--- config.mk ---
export PLATFORM = sky130hd
export DESIGN_NAME = rkf_lane
export DESIGN_NICKNAME = d
export VERILOG_FILES = /design/src/hdl/rkf_pkg.sv /design/src/hdl/rkf_lane.sv
export SDC_FILE = /design/constraint.sdc
export NUM_CORES = 1
export LEC_CHECK = 0
export ABC_AREA = 1
export BUFFER_PORTS_ARGS = -buffer_cell sky130_fd_sc_hd__buf_2
export CORE_MARGIN = 5
export CORE_UTILIZATION = 50
export DETAILED_ROUTE_END_ITERATION = 16
export PLACE_DENSITY = 0.66
export RECOVER_POWER = 100
export SYNTH_ARGS = -nofsm -noshare
export SYNTH_HDL_FRONTEND = slang
export SYNTH_SLANG_ARGS = --single-unit
--- constraint.sdc ---
create_clock -name clk -period 17.3 [get_ports clk]
set_input_delay 1.73 -clock clk [delete_from_list [all_inputs] [get_ports clk]]
set_output_delay 1.73 -clock clk [all_outputs]
set_load 0.01 [all_outputs]
--- src/hdl/rkf_pkg.sv ---
`timescale 1ns / 1ps
package rkf_pkg;

	localparam int PIX_W = 8;
	localparam int SUM_W = 13;
	localparam int CFG_W = 11;
	localparam int CFG_IDX_W = 3;
	localparam int OUT_POS_W = 10;
	localparam logic [PIX_W-1:0] PIX_MAX = {PIX_W{1'b1}};
	localparam int BOX_RECIP = 3641;
	localparam int BOX_SHIFT = 15;
	localparam int GAUSS_SHIFT = 4;

	localparam logic [CFG_IDX_W-1:0] REG_IMAGE_WIDTH = 3'd0;
	localparam logic [CFG_IDX_W-1:0] REG_IMAGE_HEIGHT = 3'd1;
	localparam logic [CFG_IDX_W-1:0] REG_SEL_TOP = 3'd2;
	localparam logic [CFG_IDX_W-1:0] REG_SEL_LEFT = 3'd3;
	localparam logic [CFG_IDX_W-1:0] REG_SEL_HEIGHT = 3'd4;
	localparam logic [CFG_IDX_W-1:0] REG_SEL_WIDTH = 3'd5;
	localparam logic [CFG_IDX_W-1:0] REG_KERNEL_MODE = 3'd6;

	localparam int DEF_MAX_WIDTH = 1024;
	localparam int DEF_MAX_HEIGHT = 1024;

	typedef enum logic [1:0] {
		KM_EDGE = 2'd0,
		KM_SHARPEN = 2'd1,
		KM_BOX = 2'd2,
		KM_GAUSS = 2'd3
	} kernel_mode_t;

	typedef logic [3*PIX_W-1:0] rgb_t;

	localparam logic signed [4:0] KERN [4][9] = '{
		'{-5'sd1, -5'sd1, -5'sd1, -5'sd1, 5'sd8, -5'sd1, -5'sd1, -5'sd1, -5'sd1},
		'{5'sd0, -5'sd1, 5'sd0, -5'sd1, 5'sd5, -5'sd1, 5'sd0, -5'sd1, 5'sd0},
		'{5'sd1, 5'sd1, 5'sd1, 5'sd1, 5'sd1, 5'sd1, 5'sd1, 5'sd1, 5'sd1},
		'{5'sd1, 5'sd2, 5'sd1, 5'sd2, 5'sd4, 5'sd2, 5'sd1, 5'sd2, 5'sd1}
	};

	typedef struct packed {
		logic [PIX_W-1:0] in_red;
		logic [PIX_W-1:0] in_green;
		logic [PIX_W-1:0] in_blue;
		logic frame_start;
	} in_pix_t;

	typedef struct packed {
		logic [PIX_W-1:0] out_red;
		logic [PIX_W-1:0] out_green;
		logic [PIX_W-1:0] out_blue;
		logic [OUT_POS_W-1:0] out_row;
		logic [OUT_POS_W-1:0] out_col;
		logic run_last;
	} out_pix_t;

endpackage

--- src/hdl/rkf_lane.sv ---
`timescale 1ns / 1ps
module rkf_lane
	import rkf_pkg::*;
(
	input logic clk,
	input logic en,
	input kernel_mode_t mode,
	input logic [8:0][PIX_W-1:0] win,
	output logic [PIX_W-1:0] result
);

	logic signed [SUM_W-1:0] sum;
	logic signed [SUM_W-1:0] sum_s3;
	logic [SUM_W-2:0] usum;
	logic [2*SUM_W-3:0] prod;

	always_comb begin
		sum = '0;
		for (int i = 0; i < 9; i++) begin
			sum = sum + $signed({{(SUM_W-PIX_W){1'b0}}, win[i]}) * SUM_W'(KERN[mode][i]);
		end
	end

	always_ff @(posedge clk) begin
		if (en) begin
			sum_s3 <= sum;
		end
	end

	assign usum = sum_s3[SUM_W-2:0];
	assign prod = (2*SUM_W-2)'(usum) * (2*SUM_W-2)'(BOX_RECIP);

	always_comb begin
		case (mode)
			KM_BOX: result = PIX_W'(prod >> BOX_SHIFT);
			KM_GAUSS: result = PIX_W'(usum >> GAUSS_SHIFT);
			default: begin
				if (sum_s3 < 0) begin
					result = '0;
				end else if (sum_s3 > $signed({{(SUM_W-PIX_W){1'b0}}, PIX_MAX})) begin
					result = PIX_MAX;
				end else begin
					result = PIX_W'(sum_s3);
				end
			end
		endcase
	end

endmodule

; ---- Yosys cells after proc, flatten, opt, wreduce, memory -nomap -nowiden
; Index checks and enable logic that the tools add are counted.
[word_totals]
reg_bits = 13
in_bits = 76
out_inout_bits = 8
elab_cells = 31
[classes]
addsub = 8
multipliers = 10
order_cmp = 3
n_eq_ne = 2
n_mux = 6
bitwise = 1
[ops]
columns = op, n
row1 = 9-bit by 5-bit multiplier with 13-bit output, 9
row2 = 13-bit adder, 8
row3 = 45-bit binary-select mux with 2-bit select, 1
row4 = 45-bit two-way mux, 2
row5 = "12-bit by 12-bit multiplier with 23-bit output, second input constant", 1
row6 = 8-bit two-way mux, 2
row7 = 8-bit one-hot mux with 2 select lines, 1
row8 = "13-bit by 9-bit > comparator with 1-bit output, second input constant", 1
row9 = "13-bit by 1-bit < comparator with 1-bit output, second input constant", 1
row10 = "2-bit == test, second input constant", 2
row11 = "3-bit greater-or-equal comparator, second input constant", 1
row12 = 2-bit inverter with 3-bit output, 1

; ---- Logic depth before layout (Yosys ltp)
[depth]
ltp_word = 13
ltp_mapped = 40
ltp_nobuf = 37

; ---- Worst setup path after synthesis
; OpenSTA, ideal clock, no wires.
[synth_path]
path_type = input to register
from = input mode[1]
to = register sum_s3[11], data pin
setup_time_ps = 258
t_arrival_ps = 8891
required_time_ps = 17042
path_slack_ps = 8151
cell_stages = 32
path_buffers = 4
path_cell_list = inv_2 -> clkbuf_1 -> ha_1 -> buf_6 -> clkbuf_1 -> buf_2 -> nand2_1 -> inv_1 -> fa_1 -> fa_1 -> fa_1 -> inv_1 -> fa_1 -> fa_1 -> inv_1 -> fa_1 -> inv_1 -> fa_1 -> inv_1 -> fa_1 -> ha_1 -> ha_1 -> fa_1 -> nand3_1 -> nand2_1 -> nand2_1 -> nand2_1 -> nand2_1 -> a21oi_1 -> o21ai_0 -> nand2_1 -> xor2_1
[synth_between]
elab_chain_len = 13
word_cells_on_any_way = 21
cone_classes = add/sub (8) / mul (9) / mux (3) / bitwise (1)
[synth_rtl]
columns = element, line_no
row1 = "start, declared", rkf_lane.sv:7  ; input kernel_mode_t mode,
row2 = 2-bit inverter with 3-bit output (not written as such) (*), rkf_lane.sv:20  ; sum = sum + $signed({{(SUM_W-PIX_W){1'b0}}, win[i]}) * SUM_W'(KERN[mode][i]);
row3 = 45-bit binary-select mux with 2-bit select (*), rkf_lane.sv:20
row4 = 45-bit two-way mux (not written as such) (*) (2 in a row), rkf_lane.sv:20
row5 = 9-bit by 5-bit multiplier with 13-bit output, rkf_lane.sv:20
row6 = 13-bit adder (7 in a row), rkf_lane.sv:20
row7 = 13-bit adder (*), rkf_lane.sv:20
row8 = net sum[11], rkf_lane.sv:12  ; logic signed [SUM_W-1:0] sum;
row9 = "end signal, assigned", rkf_lane.sv:26  ; sum_s3 <= sum;
row10 = "end, declared", rkf_lane.sv:13  ; logic signed [SUM_W-1:0] sum_s3;
; The timed path passes the listed nets; every way through them passes the cells marked *. The select of a mux whose other input is x is not followed.
; A chain may end at the register's enable or synchronous reset.

; ---- Worst setup path in the final report
; Ends and elaborated chain as after synthesis.

==> reports/qor.txt <==
crit path time final -> 10.85 ns
final cell count without fillers -> 2130
sequential area share after synthesis -> 2.74%
post-CTS setup buffers -> 0
Placement Rows -> 61
routed len/inst -> 16.6 um
initial DRC count -> 440
htree depth -> 1
TritonRoute pass-1 iters -> 5
Most Frequent Cell on Critical Path -> fa_1
first-pass GRT wire length -> 58500 um
n_diodes -> 0
Final Hold Fails -> 0
Die Y -> 179 um
Residual DRC -> 0
CTS tree -> done
Crit path largest cell delay -> 1.41 ns
layout cells sized above 1 -> 5.14%
via/cell ratio -> 4.86
pin count of the biggest net entering global routing -> 35
Max-cap violations -> 2
critical path class -> primary input to flip-flop
max-slew violations -> 62
setup_tns -> 0 ns
Syn. warnings -> 0
flops & latches, synth -> 13
Fmax -> 0.0922 GHz
Slowest cell on crit path -> clkbuf_1
GPL Wtd Cong -> 0.916
Port-buffer cells -> 83
Placed Cells -> 2126
relative slew slack -> -29.2%
Worst-Margin Slew -> 1.94 ns
delay-heaviest family, CP -> adder cells
Reg clk slew, reported paths -> 0.05 ns
top flop regs -> sum_s3 (13)
status -> finished, violations left
synthesis-to-layout area growth -> 6.17%
initial antenna violation count -> 0
CP arrival -> 10.84 ns
worst path bufs/invs -> 6
core box area -> 28000 um2
max reg flops -> 13
Starting Density -> 50.9%
Fillers -> 2683
hold slack -> 2.09 ns
failing checks -> capacitance limit, slew limit
Num CTS Buffers -> 3
unrepaired setup endpoints after global routing -> false
cell area after synthesis -> 14300 um2
vias in the first global route -> 11400
post-synthesis cell count -> 1687
Congestion Overflow GR -> 0
Ports -> 84
Synth Flop Type -> edfxtp_1
setup violators final -> 0
asr flop ratio synth -> 0%
CP endpoint kind -> flip-flop
Post-DRT Antenna Nets -> 0
clk sink count -> 13
post_cts resized -> 0
Die X-Extent -> 179 um
CTS Root Cell -> clkbuf_16
count of cell types in the netlist -> 33
commonest non-fill, non-tap cell in the layout -> inv_1
Max Buffers Root-to-Sink -> 2
HP Class -> primary input to flip-flop
syn avg cell area -> 8.46 um2
commonest non-fill, non-tap cells in the layout -> 555 x inv_1, 326 x fa_1, 232 x nand2_1, 222 x ha_1, 167 x nor2_1
Total Routed Length -> 35300 um
Final Net Count -> 2378
Post-synth EDFFs -> 13
DR vias -> 10400
Largest Register -> sum_s3
Max FO, Critical Path -> 34
Synth Net Count -> 2312
HPWL after DPL -> 32000 um
CP Data Required Time -> 17.29 ns
hold buffer count at CTS -> 0
CP Launch Type -> primary input
Final period util -> 62.7%
GRT Total Usage -> 23.7%
full die area -> 32000 um2
## final timing paths
check  depth (start not counted)  slack [ns]     from    endpoint
max                           28        6.45  mode[1]  sum_s3[11]
min                            1        2.09       en  sum_s3[11]
## Yosys cell counts (3+ instances only)
cell type	instances	area, um2
inv_1	555	2080
fa_1	326	6530
nand2_1	232	871
ha_1	223	2790
nor2_1	167	627
a21oi_1	30	150
nand3_1	30	150
clkbuf_1	19	71.3
o21ai_0	19	95.1
edfxtp_1	13	390
xnor2_1	10	87.6
xor2_1	10	87.6
a22oi_1	6	45.0
nand4_1	6	37.5
buf_1	5	18.8
nor3_1	5	25.0
o21bai_1	5	37.5
nand3b_1	4	30.0
a31oi_1	3	18.8
inv_2	3	11.3
## metrics by stage
| stage | utilization [%] | cell area [um2] | worst slack, ns |
|---|---|---|---|
| 6_report | 54.1 | 15100 | 6.45 |
| 5_1_grt | 54.1 | 15100 | 5.97 |
| 4_1_cts | 54.1 | 15200 | 7.63 |
| 3_5_place_dp | 53.9 | 15100 | 7.39 |
| 3_3_place_gp | 53.9 | 15100 | 7.53 |
| 2_1_floorplan | - | 14300 | 8.15 |
## cell type report
| cell class | count | area, um2 | share of cell area [%] |
|---|---|---|---|
| well taps | 378 | 473 | 3.12 |
| inverters | 560 | 2100 | 13.9 |
| repair buffers | 88 | 438 | 2.89 |
| multi-input cells | 1087 | 11700 | 77.0 |
| flip-flops and latches | 13 | 390 | 2.58 |
| clock buffers | 4 | 78.8 | 0.520 |
## per-layer routing
layer / GRT usage (%) / share of wire (%)
met1: 31.2 / 42
met2: 40.7 / 50
met3: 2.89 / 4.7
met4: 7.83 / 3.8
met5: 0 / 0
## cells by family after synthesis
logic type / after synthesis / share of synthesized area, %
buf+inv: 587 / 15.5
fa+ha+maj: 549 / 65.3
simple gates: 449 / 12.4
compound gates: 69 / 2.78
xor+xnor: 20 / 1.23
flops: 13 / 2.74
Power is left out: the tool's default activity adds up to more than one toggle a clock period on the data nets, which glitch-free logic cannot reach.
